$ cat src/hw/rtl/assert_macros.svh
// ----------------------------------------------------------------------------
// Assertion macros
// Shared concurrent assertion wrappers for the buffer RTL.
// ----------------------------------------------------------------------------
`ifndef ASSERT_MACROS_SVH
`define ASSERT_MACROS_SVH

`ifndef ASSERT_OFF

// Checked only while reset is released.
`define ASSERT_RST(lbl, clk, rstn, prop, msg) \
  lbl: assert property (@(posedge clk) disable iff (!(rstn)) (prop)) else $error(msg);

// Checked at every clock edge, reset included.
`define ASSERT_CLK(lbl, clk, prop, msg) \
  lbl: assert property (@(posedge clk) (prop)) else $error(msg);

`else

`define ASSERT_RST(lbl, clk, rstn, prop, msg)
`define ASSERT_CLK(lbl, clk, prop, msg)

`endif

`endif

$ cat src/hw/rtl/pqtd_pkg.sv
`timescale 1ns / 1ps
// ----------------------------------------------------------------------------
// pqtd_pkg
// Types and constants shared by the per-beam tail-drop buffer modules.
// ----------------------------------------------------------------------------
package pqtd_pkg;

  localparam int BEAM_W    = 4;
  localparam int HANDLE_W  = 16;
  localparam int PBYTES_W  = 16;
  localparam int TIME_W    = 32;
  localparam int BYTES_W   = 30;
  localparam int CNT_W     = 7;
  localparam int TOTAL_W   = 34;
  localparam int NODE_W    = 8;
  localparam int SLOT_W    = 6;
  localparam int MAX_BEAMS = 16;
  localparam int WORD_W    = HANDLE_W + PBYTES_W + TIME_W;

  localparam int Q_DEPTH = 4;
  localparam int Q_PTR_W = 2;
  localparam int Q_CNT_W = 3;

  localparam logic [BYTES_W-1:0] MAX_BYTES_RESET = 30'd40000000;

  typedef enum logic [1:0] {
    CMD_ENQ   = 2'd0,
    CMD_FLUSH = 2'd1,
    CMD_QUERY = 2'd2
  } pqtd_cmd_e;

  typedef enum logic [2:0] {
    KIND_ACCEPT      = 3'd0,
    KIND_DROP_BYTES  = 3'd1,
    KIND_DROP_FULL   = 3'd2,
    KIND_RELEASED    = 3'd3,
    KIND_FLUSH_EMPTY = 3'd4,
    KIND_STATUS      = 3'd5
  } pqtd_kind_e;

  typedef enum logic {
    CFG_MAX_BYTES = 1'b0,
    CFG_SAT_INDEX = 1'b1
  } pqtd_cfg_e;

  // Classified command handed from the front to the back. For an accepted
  // enqueue, cnt is the slot written; for a non-empty flush, the number of
  // entries to release.
  typedef struct packed {
    pqtd_kind_e          kind;
    logic [BEAM_W-1:0]   beam;
    logic [HANDLE_W-1:0] handle;
    logic [PBYTES_W-1:0] bytes;
    logic [TIME_W-1:0]   now;
    logic [CNT_W-1:0]    cnt;
    logic [BYTES_W-1:0]  beam_bytes;
    logic [CNT_W-1:0]    beam_depth;
    logic [TOTAL_W-1:0]  total;
    logic [NODE_W-1:0]   node;
  } pqtd_rec_t;

  typedef struct packed {
    pqtd_kind_e          kind;
    logic [BEAM_W-1:0]   beam;
    logic [HANDLE_W-1:0] handle;
    logic [PBYTES_W-1:0] bytes;
    logic [TIME_W-1:0]   delay;
    logic                last;
    logic [BYTES_W-1:0]  beam_bytes;
    logic [CNT_W-1:0]    beam_depth;
    logic [TOTAL_W-1:0]  total;
    logic [NODE_W-1:0]   node;
  } pqtd_res_t;

endpackage

$ cat src/hw/rtl/pqtd_cmd_fifo.sv
`timescale 1ns / 1ps
// ----------------------------------------------------------------------------
// pqtd_cmd_fifo
// Short queue of classified commands between the front and the back.
// ----------------------------------------------------------------------------
`include "assert_macros.svh"

module pqtd_cmd_fifo
  import pqtd_pkg::*;
(
  input  logic      clk_i,
  input  logic      rst_ni,
  input  logic      push_i,
  input  pqtd_rec_t push_rec_i,
  output logic      full_o,
  input  logic      pop_i,
  output logic      valid_o,
  output pqtd_rec_t pop_rec_o
);

  pqtd_rec_t            slot_q [Q_DEPTH];
  logic [Q_PTR_W-1:0]   wr_ptr_q, rd_ptr_q;
  logic [Q_CNT_W-1:0]   count_q;

  assign full_o    = (count_q == Q_CNT_W'(Q_DEPTH));
  assign valid_o   = (count_q != '0);
  assign pop_rec_o = slot_q[rd_ptr_q];

  always_ff @(posedge clk_i or negedge rst_ni) begin
    if (!rst_ni) begin
      wr_ptr_q <= '0;
      rd_ptr_q <= '0;
      count_q  <= '0;
    end else begin
      if (push_i) begin
        wr_ptr_q <= wr_ptr_q + 1'b1;
      end
      if (pop_i) begin
        rd_ptr_q <= rd_ptr_q + 1'b1;
      end
      if (push_i && !pop_i) begin
        count_q <= count_q + 1'b1;
      end else if (pop_i && !push_i) begin
        count_q <= count_q - 1'b1;
      end
    end
  end

  always_ff @(posedge clk_i) begin
    if (push_i) begin
      slot_q[wr_ptr_q] <= push_rec_i;
    end
  end

  `ASSERT_CLK(a_count_bound, clk_i, count_q <= Q_CNT_W'(Q_DEPTH), "queue count over depth")
  `ASSERT_RST(a_no_pop_empty, clk_i, rst_ni, pop_i |-> count_q != '0, "pop from empty queue")
  `ASSERT_RST(a_no_push_full, clk_i, rst_ni, push_i |-> (!full_o || pop_i) && !full_o,
              "push into full queue")

endmodule

$ cat config.mk
export PLATFORM = sky130hd
export DESIGN_NAME = pqtd_cmd_fifo
export DESIGN_NICKNAME = d
export VERILOG_FILES = /design/src/hw/rtl/pqtd_pkg.sv /design/src/hw/rtl/pqtd_cmd_fifo.sv
export VERILOG_INCLUDE_DIRS = /design/src /design/src/hw/rtl
export SDC_FILE = /design/constraint.sdc
export NUM_CORES = 1
export LEC_CHECK = 0
export ABC_AREA = 1
export BUFFER_PORTS_ARGS = -buffer_cell sky130_fd_sc_hd__buf_4
export CORE_ASPECT_RATIO = 1.2
export CORE_MARGIN = 1.5
export CORE_UTILIZATION = 50
export CTS_BUF_LIST = sky130_fd_sc_hd__clkbuf_2
export CTS_CLUSTER_SIZE = 25
export DETAILED_ROUTE_END_ITERATION = 16
export HOLD_SLACK_MARGIN = 0.08
export PLACE_DENSITY = 0.7
export SKIP_CTS_REPAIR_TIMING = 1
export SLEW_MARGIN = 10
export SYNTH_ARGS = -nofsm -noshare
export SYNTH_HDL_FRONTEND = slang
export SYNTH_SLANG_ARGS = --single-unit
$ cat constraint.sdc
create_clock -name clk_i -period 10.8 [get_ports clk_i]
set_clock_uncertainty 0.2 [all_clocks]
set_input_delay 0 -clock clk_i [delete_from_list [all_inputs] [get_ports clk_i]]
set_output_delay 0 -clock clk_i [all_outputs]
set_load 0.01 [all_outputs]
# Word-level counts from Yosys, hierarchy flattened
# Memory sizes are Yosys's and may differ from the RTL's.
# Index checks and enable logic that the tools add are counted.
op_classes:
  reduce_logical: 6
  n_eq_ne: 1
  n_addsub: 4
  mux: 4
ops:
  columns: ["cell", "n"]
  rows:
  - ["$mux 3", 2]
  - ["$add 2x1->2 const B", 2]
  - ["$add 3x1->3 const B", 1]
  - ["$eq 3x3->1 const B", 1]
  - ["$reduce_bool 3->1", 1]
  - ["$sub 3x1->3 const B", 1]
  - ["$logic_and 1x1->1", 2]
  - ["$logic_not 1->1", 2]
  - ["$mux 1", 2]
  - ["$reduce_bool 2->1", 1]
word_totals:
  output_inout_bits: 159
  reg_bits: 7
  ramBits: 628
  wordCells: 19
  memories: 1
mem_list:
  columns: ["name", "depth", "width", "rd", "rd_clocked_by_memory_dff", "write_ports", "line", "source"]
  rows:
  - ["slot_q", 4, 157, 1, 0, 1, "pqtd_cmd_fifo.sv:21", "pqtd_rec_t slot_q [Q_DEPTH];"]

# Depth between registers and ports, before layout
depth:
  word_depth: 4
  ltp_mapped: 9

# Least setup slack after synthesis
# Ideal clock, no wire load.
synth_timing:
  path_kind: "register -> register"
  start: "register wr_ptr_q[0]"
  end: "memory slot_q[0][0] in the netlist's numbering (enable)"
  setup_slack_ns: 6.381
  arrival_time_ns: 3.709
  path_stages_with_launch: 5
  required_time_ns: 10.090
  cell_sequence: "dfrtp_1 inv_1 ha_1 nand2_1 inv_1"
synth_rtl:
  columns: ["element", "line", "source"]
  rows:
  - ["start, declared", "pqtd_cmd_fifo.sv:22", "logic [Q_PTR_W-1:0] wr_ptr_q, rd_ptr_q;"]
  - ["start signal, assigned", "pqtd_cmd_fifo.sv:36", "wr_ptr_q <= wr_ptr_q + 1'b1;"]
  - ["end, declared", "pqtd_cmd_fifo.sv:21", null]
# No word-level cell before the write port.

==> results by group <==
Run status
  • Status: finished, final reports clean

Clocking
  • CTS Buf Count: 153
  • Htree depth: 4
  • Reg clk slew, reported paths: 110 ps
  • Root Buffer: clkbuf_2
  • Clock sink count: 635
  • Worst-skew pair later-pin latency: 1100 ps
  • TritonCTS clock tree: done
  • Number of buffers on the longest clock path: 3

Logic synthesis
  • Ys async rst share: 0.01102
  • Netlist Area Pre-Place: 0.02555 mm^2
  • Post-Syn Instances: 1881
  • Syn_nets: 2048
  • FF+latch count, synth: 635
  • Yosys top cell by area: edfxtp_1
  • Top FF cell, synth: edfxtp_1
  • Top cells by count, synth: edfxtp_1 (628), nand2_1 (485), inv_1 (325)
  • Synth warn: 0
  • Register area share after synthesis: 0.7450
  • Share of the synthesized area in the top cell type: 0.7381
  • Mean Syn Cell Area: 13.58 um^2
  • Post-synth cell types: 19
  • Post-synth EDFFs: 628
  • Count leader, synth: edfxtp_1
  • Synth area leaders: edfxtp_1 (74%), o211ai_1 (9.2%), nand2_1 (7.1%), inv_1 (4.8%), buf_6 (2.8%)

Drt
  • Via density: 5.087
  • Drt wl/cell: 18.15 um
  • Drt drc: 0
  • Post-route ant nets: 0
  • Starting DRC count in detailed routing: 1296
  • Routed via count: 17720
  • First drt pass iteration count: 5
  • Final wirelength: 63.25 mm

Critical path
  • Worst path top cell family by delay: flip-flops
  • Critical-path top delay cell: dfrtp_4
  • CP Class: reg -> out
  • Worst Setup End Kind: output pin
  • Most used cell along the critical path: nand2_1
  • Crit Path Max Fanout: 275
  • Crit-path cells: buf_12 -> nand2_1 -> o211ai_1 -> nand2_1 -> buf_4
  • Worst path arrival time: 4020 ps
  • WP buf/inv: 2
  • Crit path required time: 10600 ps
  • Largest stage delay on the critical path: 1120 ps
  • Worst Setup Start Kind: register

Finish
  • Multi-input gate area: 0.004320 mm^2
  • Fin util: 0.6775
  • Nets@finish: 2909
  • Final cell count without fillers: 3484
  • Register area: 0.01904 mm^2
  • Layout cell share with drive strength beyond 1: 0.2008
  • Syn-to-layout area delta: 33.49%
  • Fill cells: 3366

STA
  • Setup violators final: 0
  • Max-slew headroom: 0.02366
  • Crit share post-route: 0.3912
  • Tmin final: 4225 ps
  • Final worst setup slack: 6575 ps
  • Setup tns final: 0 ps
  • Fmax: 236.7 MHz
  • Final Hold Vio Count: 0
  • RSZ-0062 raised after global routing: false
  • Worst slew pin tran: 1465 ps
  • Slew Viols, Final: 0

Die
  • Die width: 209.4 um
  • Die Y-Extent: 250.6 um
  • Row count: 90
  • Starting Density: 0.5076
  • IO Pins: 320
  • Die area: 0.05247 mm^2
  • CORE AREA: 0.05034 mm^2

Global route
  • First-pass GRT wire length: 84.74 mm
  • Vias in the first global route: 15190
  • Initial antenna violation count: 2
  • Global router's overall resource usage: 0.2132
  • Grt ovf: 0
  • Pin count of the biggest net entering global routing: 276

Pwr
  • Leakage power: 0.01397 uW
  • Power Density: 236.7 mW/mm^2
  • VDD IR-drop max: 0.2342 mV

Placed design
  • Placed Cells: 2749
  • Dpl ws: 7726 ps
  • IO Port Bufs: 319
  • RePlAce Congestion: 0.7912
  • Detailed Place HPWL: 33.23 mm

Run
  • Max_cap viols: 0

Hold path
  • Worst min path class: reg -> reg
[path summary, 6_finish.rpt]
path                       slack [ps]                     from                        to  cells after the start
min                               300   count_q[2]$_DFFE_PN0P_    count_q[2]$_DFFE_PN0P_                      2
min reg2reg                       300   count_q[2]$_DFFE_PN0P_    count_q[2]$_DFFE_PN0P_                      2
max                              6580  rd_ptr_q[0]$_DFFE_PN0P_             pop_rec_o[50]                      5
max in group asynchronous        9320                   rst_ni   rd_ptr_q[0]$_DFFE_PN0P_                      5
min in group asynchronous         750                   rst_ni    count_q[0]$_DFFE_PN0P_                      5
max reg2reg                      7770  wr_ptr_q[0]$_DFFE_PN0P_  slot_q[2][156]$_DFFE_PP_                      5
[metrics by stage]
stage	total power [uW]	hold WS, ps	instance area (um^2)
detailed placement	6401	-376.3	27920
finish	8072	298.7	34100
global placement	6341	-379.7	27920
floorplan	5347	-495.6	25550
global route	8534	325.8	34100
CTS	7946	-1678	29270
[logic make-up after synthesis]
logic type	synth area share
buffers and inverters	0.08590
adders and majority gates	0.003232
and+or+nand+nor	0.07204
xor gates and xnor gates	0.001372
DFF	0.7450
AOI/OAI and AO/OA	0.09246
[cells in the final DEF (no fill, tap or decap), drive strengths merged]
cell type    netlist  layout
buf              103     330
bufinv             0       5
clkbuf             3     217
clkinv             0      25
dfrtp              7       7
diode              0       2
dlygate4sd3        0     482
edfxtp           628     628
fa                 1       1
ha                 5       5
inv              326     330
nand2            485     485
nand3              1       1
nand4              1       1
nor2               1       1
nor3               1       1
o211ai           314     314
o21ai              1       1
xnor2              1       1
xor2               3       3
[sequential cells by signal, summed over array words and instances (netlist names)]
signal and cells:
slot_q 628, count_q 3, rd_ptr_q 2, wr_ptr_q 2
[layer usage]
| metal | GRT usage | up-vias | routed length [um] |
|---|---|---|---|
| met3 | 0.07899 | 145 | 4197 |
| met1 | 0.2680 | 8539 | 24990 |
| li1 | - | 8366 | - |
| met4 | 0.09689 | 0 | 2078 |
| met5 | 0 | - | 0 |
| met2 | 0.3304 | 673 | 31990 |
[layout make-up]
class / count / area share
clock buffer: 217 / 0.03184
antenna: 2 / 0.0001468
multi-input combinational: 814 / 0.1267
inverter: 326 / 0.03669
tap: 644 / 0.02363
clock inverter: 34 / 0.007851
timing repair buffer: 812 / 0.2148
sequential: 635 / 0.5583
[where the power goes]
group / total [uW] / switching [uW] / internal [uW]
clock network: 1550 / 900 / 651
logic: 3100 / 1900 / 1200
registers: 3420 / 200 / 3220
[worst reg2reg max path: cells and delay by family (launching register included)]
family	cells	cell delay, ps
simple gates	1	100
flops	1	430
buf+inv	3	1740
fa+ha+maj	1	160
Note: power is estimated with default switching activity, not from simulation.
