### src/hw/rtl/assert_macros.svh
// ----------------------------------------------------------------------------
// Assertion macros
// Shared concurrent assertion wrappers for the buffer RTL.
// ----------------------------------------------------------------------------
`ifndef ASSERT_MACROS_SVH
`define ASSERT_MACROS_SVH

`ifndef ASSERT_OFF

// Checked only while reset is released.
`define ASSERT_RST(lbl, clk, rstn, prop, msg) \
  lbl: assert property (@(posedge clk) disable iff (!(rstn)) (prop)) else $error(msg);

// Checked at every clock edge, reset included.
`define ASSERT_CLK(lbl, clk, prop, msg) \
  lbl: assert property (@(posedge clk) (prop)) else $error(msg);

`else

`define ASSERT_RST(lbl, clk, rstn, prop, msg)
`define ASSERT_CLK(lbl, clk, prop, msg)

`endif

`endif

### src/hw/rtl/pqtd_pkg.sv
`timescale 1ns / 1ps
// ----------------------------------------------------------------------------
// pqtd_pkg
// Types and constants shared by the per-beam tail-drop buffer modules.
// ----------------------------------------------------------------------------
package pqtd_pkg;

  localparam int BEAM_W    = 4;
  localparam int HANDLE_W  = 16;
  localparam int PBYTES_W  = 16;
  localparam int TIME_W    = 32;
  localparam int BYTES_W   = 30;
  localparam int CNT_W     = 7;
  localparam int TOTAL_W   = 34;
  localparam int NODE_W    = 8;
  localparam int SLOT_W    = 6;
  localparam int MAX_BEAMS = 16;
  localparam int WORD_W    = HANDLE_W + PBYTES_W + TIME_W;

  localparam int Q_DEPTH = 4;
  localparam int Q_PTR_W = 2;
  localparam int Q_CNT_W = 3;

  localparam logic [BYTES_W-1:0] MAX_BYTES_RESET = 30'd40000000;

  typedef enum logic [1:0] {
    CMD_ENQ   = 2'd0,
    CMD_FLUSH = 2'd1,
    CMD_QUERY = 2'd2
  } pqtd_cmd_e;

  typedef enum logic [2:0] {
    KIND_ACCEPT      = 3'd0,
    KIND_DROP_BYTES  = 3'd1,
    KIND_DROP_FULL   = 3'd2,
    KIND_RELEASED    = 3'd3,
    KIND_FLUSH_EMPTY = 3'd4,
    KIND_STATUS      = 3'd5
  } pqtd_kind_e;

  typedef enum logic {
    CFG_MAX_BYTES = 1'b0,
    CFG_SAT_INDEX = 1'b1
  } pqtd_cfg_e;

  // Classified command handed from the front to the back. For an accepted
  // enqueue, cnt is the slot written; for a non-empty flush, the number of
  // entries to release.
  typedef struct packed {
    pqtd_kind_e          kind;
    logic [BEAM_W-1:0]   beam;
    logic [HANDLE_W-1:0] handle;
    logic [PBYTES_W-1:0] bytes;
    logic [TIME_W-1:0]   now;
    logic [CNT_W-1:0]    cnt;
    logic [BYTES_W-1:0]  beam_bytes;
    logic [CNT_W-1:0]    beam_depth;
    logic [TOTAL_W-1:0]  total;
    logic [NODE_W-1:0]   node;
  } pqtd_rec_t;

  typedef struct packed {
    pqtd_kind_e          kind;
    logic [BEAM_W-1:0]   beam;
    logic [HANDLE_W-1:0] handle;
    logic [PBYTES_W-1:0] bytes;
    logic [TIME_W-1:0]   delay;
    logic                last;
    logic [BYTES_W-1:0]  beam_bytes;
    logic [CNT_W-1:0]    beam_depth;
    logic [TOTAL_W-1:0]  total;
    logic [NODE_W-1:0]   node;
  } pqtd_res_t;

endpackage

### src/hw/rtl/pqtd_front.sv
`timescale 1ns / 1ps
// ----------------------------------------------------------------------------
// pqtd_front
// Accepts commands, keeps per-beam accounting and classifies each command.
// ----------------------------------------------------------------------------
`include "assert_macros.svh"

module pqtd_front
  import pqtd_pkg::*;
#(
  parameter int NUM_BEAMS        = 16,
  parameter int ENTRIES_PER_BEAM = 64
) (
  input  logic                clk_i,
  input  logic                rst_ni,
  input  logic                in_valid_i,
  input  logic                q_full_i,
  input  logic [1:0]          cmd_i,
  input  logic [BEAM_W-1:0]   beam_i,
  input  logic [HANDLE_W-1:0] handle_i,
  input  logic [PBYTES_W-1:0] bytes_i,
  input  logic [TIME_W-1:0]   now_i,
  input  logic [BYTES_W-1:0]  max_bytes_i,
  input  logic [NODE_W-1:0]   node_i,
  output logic                push_o,
  output pqtd_rec_t           rec_o
);

  localparam int NB_EFF = (NUM_BEAMS < MAX_BEAMS) ? NUM_BEAMS : MAX_BEAMS;
  localparam int BIX_W  = (NB_EFF > 1) ? $clog2(NB_EFF) : 1;
  localparam logic [BEAM_W:0] NB_LIM = (BEAM_W + 1)'(NB_EFF);

  logic [CNT_W-1:0]   cnt_q   [NB_EFF];
  logic [BYTES_W-1:0] bytes_q [NB_EFF];
  logic [TOTAL_W-1:0] total_q;

  logic               accept;
  logic               beam_ok;
  logic [BIX_W-1:0]   idx;
  logic [CNT_W-1:0]   cur_cnt;
  logic [BYTES_W-1:0] cur_bytes;
  logic [BYTES_W:0]   sum;
  logic               over;
  logic               full;
  logic               upd;
  logic [CNT_W-1:0]   cnt_d;
  logic [BYTES_W-1:0] bytes_d;
  logic [TOTAL_W-1:0] total_d;

  assign accept    = in_valid_i && !q_full_i;
  assign beam_ok   = ({1'b0, beam_i} < NB_LIM);
  assign idx       = beam_i[BIX_W-1:0];
  assign cur_cnt   = beam_ok ? cnt_q[idx] : '0;
  assign cur_bytes = beam_ok ? bytes_q[idx] : '0;
  assign sum       = {1'b0, cur_bytes} + (BYTES_W + 1)'(bytes_i);
  assign over      = (sum > {1'b0, max_bytes_i});
  assign full      = (cur_cnt >= CNT_W'(ENTRIES_PER_BEAM));

  always_comb begin
    push_o           = accept;
    upd              = 1'b0;
    cnt_d            = cur_cnt;
    bytes_d          = cur_bytes;
    total_d          = total_q;
    rec_o.kind       = KIND_STATUS;
    rec_o.beam       = beam_i;
    rec_o.handle     = '0;
    rec_o.bytes      = '0;
    rec_o.now        = now_i;
    rec_o.cnt        = cur_cnt;
    rec_o.node       = node_i;
    case (cmd_i)
      CMD_ENQ: begin
        rec_o.handle = handle_i;
        rec_o.bytes  = bytes_i;
        if (!beam_ok) begin
          rec_o.kind = KIND_DROP_FULL;
        end else if (over) begin
          rec_o.kind = KIND_DROP_BYTES;
        end else if (full) begin
          rec_o.kind = KIND_DROP_FULL;
        end else begin
          rec_o.kind = KIND_ACCEPT;
          upd        = 1'b1;
          cnt_d      = cur_cnt + 1'b1;
          bytes_d    = sum[BYTES_W-1:0];
          total_d    = total_q + TOTAL_W'(bytes_i);
        end
      end
      CMD_FLUSH: begin
        if (!beam_ok || cur_cnt == '0) begin
          rec_o.kind = KIND_FLUSH_EMPTY;
        end else begin
          rec_o.kind = KIND_RELEASED;
          upd        = 1'b1;
          cnt_d      = '0;
          bytes_d    = '0;
          total_d    = total_q - TOTAL_W'(cur_bytes);
        end
      end
      CMD_QUERY: begin
        rec_o.kind = KIND_STATUS;
      end
      default: begin
        push_o = 1'b0;
      end
    endcase
    rec_o.beam_bytes = bytes_d;
    rec_o.beam_depth = cnt_d;
    rec_o.total      = total_d;
  end

  always_ff @(posedge clk_i or negedge rst_ni) begin
    if (!rst_ni) begin
      for (int i = 0; i < NB_EFF; i++) begin
        cnt_q[i]   <= '0;
        bytes_q[i] <= '0;
      end
      total_q <= '0;
    end else if (accept && upd) begin
      cnt_q[idx]   <= cnt_d;
      bytes_q[idx] <= bytes_d;
      total_q      <= total_d;
    end
  end

  `ASSERT_RST(a_depth_bound, clk_i, rst_ni, cur_cnt <= CNT_W'(ENTRIES_PER_BEAM),
              "beam depth over capacity")

endmodule

### config.mk
export PLATFORM = sky130hd
export DESIGN_NAME = pqtd_front
export DESIGN_NICKNAME = d
export VERILOG_FILES = /design/src/hw/rtl/pqtd_pkg.sv /design/src/hw/rtl/pqtd_front.sv
export VERILOG_INCLUDE_DIRS = /design/src /design/src/hw/rtl
export SDC_FILE = /design/constraint.sdc
export NUM_CORES = 2
export LEC_CHECK = 0
export BUFFER_PORTS_ARGS = -buffer_cell sky130_fd_sc_hd__buf_2
export CELL_PAD_IN_SITES_DETAIL_PLACEMENT = 1
export CELL_PAD_IN_SITES_GLOBAL_PLACEMENT = 2
export CORE_ASPECT_RATIO = 0.5
export CORE_MARGIN = 2
export CORE_UTILIZATION = 39
export CTS_CLUSTER_SIZE = 12
export DETAILED_ROUTE_END_ITERATION = 10
export GPL_TIMING_DRIVEN = 0
export PLACE_DENSITY_LB_ADDON = 0.12
export SLEW_MARGIN = 20
export SYNTH_ARGS = -nofsm -noshare
export SYNTH_HDL_FRONTEND = slang
export SYNTH_SLANG_ARGS = --single-unit
export TNS_END_PERCENT = 100
### constraint.sdc
create_clock -name clk_i -period 12.8 [get_ports clk_i]
set_input_delay 1.92 -clock clk_i [delete_from_list [all_inputs] [get_ports clk_i]]
set_output_delay 1.92 -clock clk_i [all_outputs]
set_load 0.02 [all_outputs]
; After elaboration in Yosys (flattened, before gate mapping)
; Index checks and enable logic that the tools add are counted.
; Widths: inputs -> output; s select.
[word_totals]
regBits = 626
output_inout_bits = 158
elab_cells = 85
[classes]
add_sub_neg = 4
order_cmp = 4
n_eq_ne = 2
mux = 34
bitwise_logic = 1
n_reduce_logical = 7
[ops]
columns = operator, n
row1 = $bwmux 480, 1
row2 = $mux 30, 6
row3 = $bmux 30 s4, 1
row4 = $demux 30 s4, 1
row5 = $bwmux 112, 1
row6 = $mux 34, 3
row7 = $pmux 34 s2, 1
row8 = $pmux 30 s2, 1
row9 = $mux 7, 6
row10 = $add 34x16->34, 1
row11 = $sub 34x30->34, 1
row12 = $mux 32, 1
row13 = $add 30x16->31, 1
row14 = $gt 31x30->1, 1
row15 = $bmux 7 s4, 1
row16 = $demux 7 s4, 1
row17 = $pmux 7 s2, 1
row18 = $add 7x1->7 const B, 1
row19 = $ge 7x7->1 const B, 1
row20 = $logic_not 7->1, 1
row21 = $pmux 3 s2, 1
row22 = $ge 5x5->1 const B, 1
row23 = $lt 5x1->1 const B, 1
row24 = $not 4->5, 1
row25 = other kinds (10), 16

; Depth between registers and ports, before layout
[depth]
ltp_word = 9
ltp_mapped = 39
depth_no_buf = 25

; Least setup slack after synthesis
; No wires, ideal clock.
[synth_timing]
path_kind = input -> output
from = input beam_i[0]
to = output rec_o[36] (netlist bit)
arrival_ns = 9.678
required_time_ns = 10.880
path_slack_ns = 1.202
cell_stages = 33
path_buffers = 12
path_cell_list = buf_6 -> buf_12 -> buf_12 -> buf_12 -> buf_12 -> buf_12 -> buf_6 -> buf_6 -> buf_6 -> buf_4 -> buf_2 -> mux4_2 -> mux4_2 -> ha_1 -> nor2b_1 -> o2111ai_1 -> a32oi_1 -> a41oi_1 -> a21o_1 -> nor3_1 -> nand3_1 -> xnor2_1 -> inv_1 -> ha_1 -> a21o_1 -> a21oi_1 -> o221ai_1 -> a211o_1 -> o221a_2 -> a211oi_4 -> buf_6 -> nand3_1 -> o311ai_0
[synth_lines]
columns = item, line_no
row1 = start: declaration, pqtd_front.sv:19  ; input logic [BEAM_W-1:0] beam_i,
row2 = end: declaration, pqtd_front.sv:26  ; output pqtd_rec_t rec_o

==> impl_metrics.yaml <==
power_and_ir_drop:
  power.sequential.fraction: 0.416
  comb_power_share: 0.198
  clkPwrFrac: 0.386
  power.density_cell_area_mw_per_mm2: 129
  internal_power_mw: 3.48
  power_switching_share: 0.312
  leak_pwr_nw: 17.9
  p_sw_mw: 1.58
  worst_ir_drop_vdd_mv: 0.0970
die:
  die_x_um: 419
  floorplan.initialDensity: 0.392
  pin_count: 270
  die_height_um: 211
  placementRows: 76
  die_area_sq_mm: 0.0886
  core_area_sq_mm: 0.0857
timing:
  worst_slack_ns: 0.227
  layout_min_cycle_time_ns: 12.57
  final.period_utilization: 0.982
  worstMarginPinSlew_ns: 1.19
  setup_viol: 0
  clock_skew_ns: 0.0253
  max_freq_mhz: 79.5
  timing.slew.headroom: 0.205
  final_hold_viol_count: 0
  slew_viol_final: 0
global_route:
  grt-ovfl-total: 0
  first_global_vias: 29400
  grt_first_pass_wirelength_mm: 206
  grt_use_total: 0.321
  initial_antenna_violation_count: 3
  grt_max_degree: 97
logic_synthesis:
  yosysSeqAreaShare: 0.467
  synth_enable_flop_cells: 0
  post_synth_inst_count: 3363
  syn-mean-instance-area_sq_um: 9.98
  yosys_warnings: 0
  asyncSetResetFlopFracSynth: 1.00
  post_synth_num_cell_types: 92
  synth_top_area_frac: 0.467
  post_synthesis_sequential_element_count: 626
  synthFlopType: "sky130_fd_sc_hd__dfrtp_1"
  synth.top_cells.by_area: "sky130_fd_sc_hd__dfrtp_1 47%, sky130_fd_sc_hd__mux4_2 9.9%, sky130_fd_sc_hd__nand2_1 7.4%"
  syn-cell-area_sq_mm: 0.0336
  cell_type_with_the_highest_aggregate_area_in_the_netlist: "sky130_fd_sc_hd__dfrtp_1"
  syn_nets: 3572
finish:
  nNetsFinal: 3900
  most-common-layout-cells: "664 x sky130_fd_sc_hd__nand2_1, 626 x sky130_fd_sc_hd__dfrtp_1, 478 x sky130_fd_sc_hd__o21ai_0, 328 x sky130_fd_sc_hd__buf_2, 152 x sky130_fd_sc_hd__o21ai_1"
  areaGrowthSynthToFinish_pct: 16.9
  layout.cells.non_filler: 4899
  fin_area_sq_mm: 0.0392
  commonest_non_fill_non_tap_cell_in_the_layout: "sky130_fd_sc_hd__nand2_1"
  layout.core_utilization: 0.458
  layout-drive-gt1-share: 0.216
worst_setup_path:
  setup.worst_path.end_class: "output port"
  critPathMaxStageDelay_ns: 0.61
  worst-path-max-fanout: 19
  critical_register_to_register_path_startpoint: "bytes_q[32]"
  cp_common_cell: "sky130_fd_sc_hd__buf_4"
  rrSetupSlack_ns: 4.80
  timing.reg2reg.worst_path_depth: 23
  timing.critical_path.required_ns: 10.88
  worstSetupStartpointType: "input port"
  regToRegEndpoint: "bytes_q[286]"
  cp_data_arrival_time_ns: 10.65
  critPathKind: "in2out"
  slowest_cell_on_the_critical_path: "sky130_fd_sc_hd__mux4_2"
detailed_routing:
  first_drt_pass_iteration_count: 5
  via_per_inst: 5.89
  drt_drc_violations_left: 0
  route.detailed.wl_per_inst_um: 28.9
  dr_total_vias: 28900
  first_iter_violations: 2346
  drtAntennaViolNets: 0
  postRouteWirelength_mm: 142
min_path:
  hold_path_end: "bytes_q[384]"
  hold_class: "reg2reg"
  min_path_cells: 2
  hp-start: "bytes_q[384]"
job:
  maxCapViolations: 0
placed_design:
  dpl.cell_count: 4768
  gp_congestion: 0.924
  io_buffer_count: 224
  total_cell_area_at_the_placement_stage_sq_mm: 0.0364
  detailedPlacementHpwl_mm: 102
  preCtsSetupSlack_ns: -2.89
cts:
  holdBufCountCts: 0
  clk_latency_ns: 0.67
  clock-sinks: 626
  cts-buffers-inserted: 66
  worst_setup_hold_path_clk_slew_ns: 0.06
  cts_tree: "yes"
  htreeDepth: 3
  cts_max_path_buffers: 3
  clock_tree.root_cell: "sky130_fd_sc_hd__clkbuf_16"
status:
  status: "completed"
-- worst max path at each step --
stage,endpoint,cells past startpoint,slack (ns),start
6_report,rec_o[45],32,0.23,beam_i[1]
4_1_cts,rec_o[34],33,0.003,beam_i[1]
2_1_floorplan,rec_o[36],33,1.20,beam_i[0]
3_5_place_dp,rec_o[73],37,-2.89,beam_i[1]
5_1_grt,rec_o[45],32,-0.002,beam_i[1]
3_3_place_gp,bytes_q[261],1,-4.03,rst_ni
-- kinds of logic after synthesis --
family | Yosys count | synth area share
and+or+nand+nor | 993 | 0.127
AOI/OAI and AO/OA | 973 | 0.166
DFF | 626 | 0.467
buffers and inverters | 418 | 0.0645
muxes | 180 | 0.120
adders and majority gates | 97 | 0.0368
xor gates and xnor gates | 76 | 0.0198
-- critical path: cells and delay by family --
kind                     cells  cell delay [ns]
buffers and inverters       11             2.63
multiplexers                 3             1.31
adder cells (fa/ha/maj)      2             0.67
AO/OA/AOI/OAI               11             2.88
XOR/XNOR                     1             0.16
AND/OR/NAND/NOR              4             0.99
-- sequential cells by signal, indices dropped and copies added (netlist names) --
signal and count:
cnt_q 112, total_q 34, bytes_q 480
-- what timing repair did --
item                       4_1_cts  5_1_grt
setup endpoints to repair      484       67
setup buffers                   28        4
pin swaps                        8        4
resized for setup               72       26
-- area by class of cell --
class                   instances  area (sq um)
clock inverters                13           201
inverters                     119           447
well taps                    1170          1460
flip-flops and latches        626         15700
clock buffers                  89          1850
multi-input cells            2319         16100
fillers                      9618         46500
plain buffers                 292          1800
repair buffers                267          1710
diodes                          4          10.0
-- routing by layer --
layer  global-route usage  vias to the layer above  part of all wire
li1                     -                    12400                 -
met1                0.466                    15200              0.46
met2                0.493                     1032              0.44
met3               0.0686                      188             0.078
met4               0.0754                        0             0.024
met5                    0                        -                 0
-- through the flow --
step,power [mW],TNS [ns],hold WS (ns)
global placement,3.08,-3012.51,0.454
floorplan,2.75,0,0.441
global route,5.25,-0.00179,0.499
finish,5.06,0,0.476
CTS,5.06,0,0.476
detailed placement,3.11,-611.87,0.463
-- synth_stat cells (all sizes together), types with 4 or more instances --
cell     count
nand2      666
o21ai      631
dfrtp      626
buf        216
mux4       169
a21oi      147
nor2       127
inv        118
ha          94
clkbuf      83
xnor2       55
a21o        41
nor3        40
and2        39
a22oi       31
nand3       30
nand4       24
xor2        21
and3        15
nand2b      13
nor2b       11
o21a        11
a211oi      10
nor4        10
a31oi        8
o211ai       8
o22ai        8
a22o         7
mux2i        7
o221ai       7
a2111oi      6
o21bai       6
a221o        5
a221oi       5
or3          5
a211o        4
mux2         4
o31ai        4
-- power by group through the flow --
| stage | sequential (mW) | clock [mW] | combinational [mW] |
|---|---|---|---|
| 6_report | 2.10 | 1.95 | 1.00 |
| 5_1_grt | 2.11 | 2.04 | 1.09 |
| 4_1_cts | 2.10 | 1.97 | 0.994 |
| 3_5_place_dp | 2.14 | 0 | 0.969 |
| 3_3_place_gp | 2.14 | 0 | 0.941 |
| 2_1_floorplan | 2.12 | 0 | 0.635 |
(Power assumes the default switching activity.)
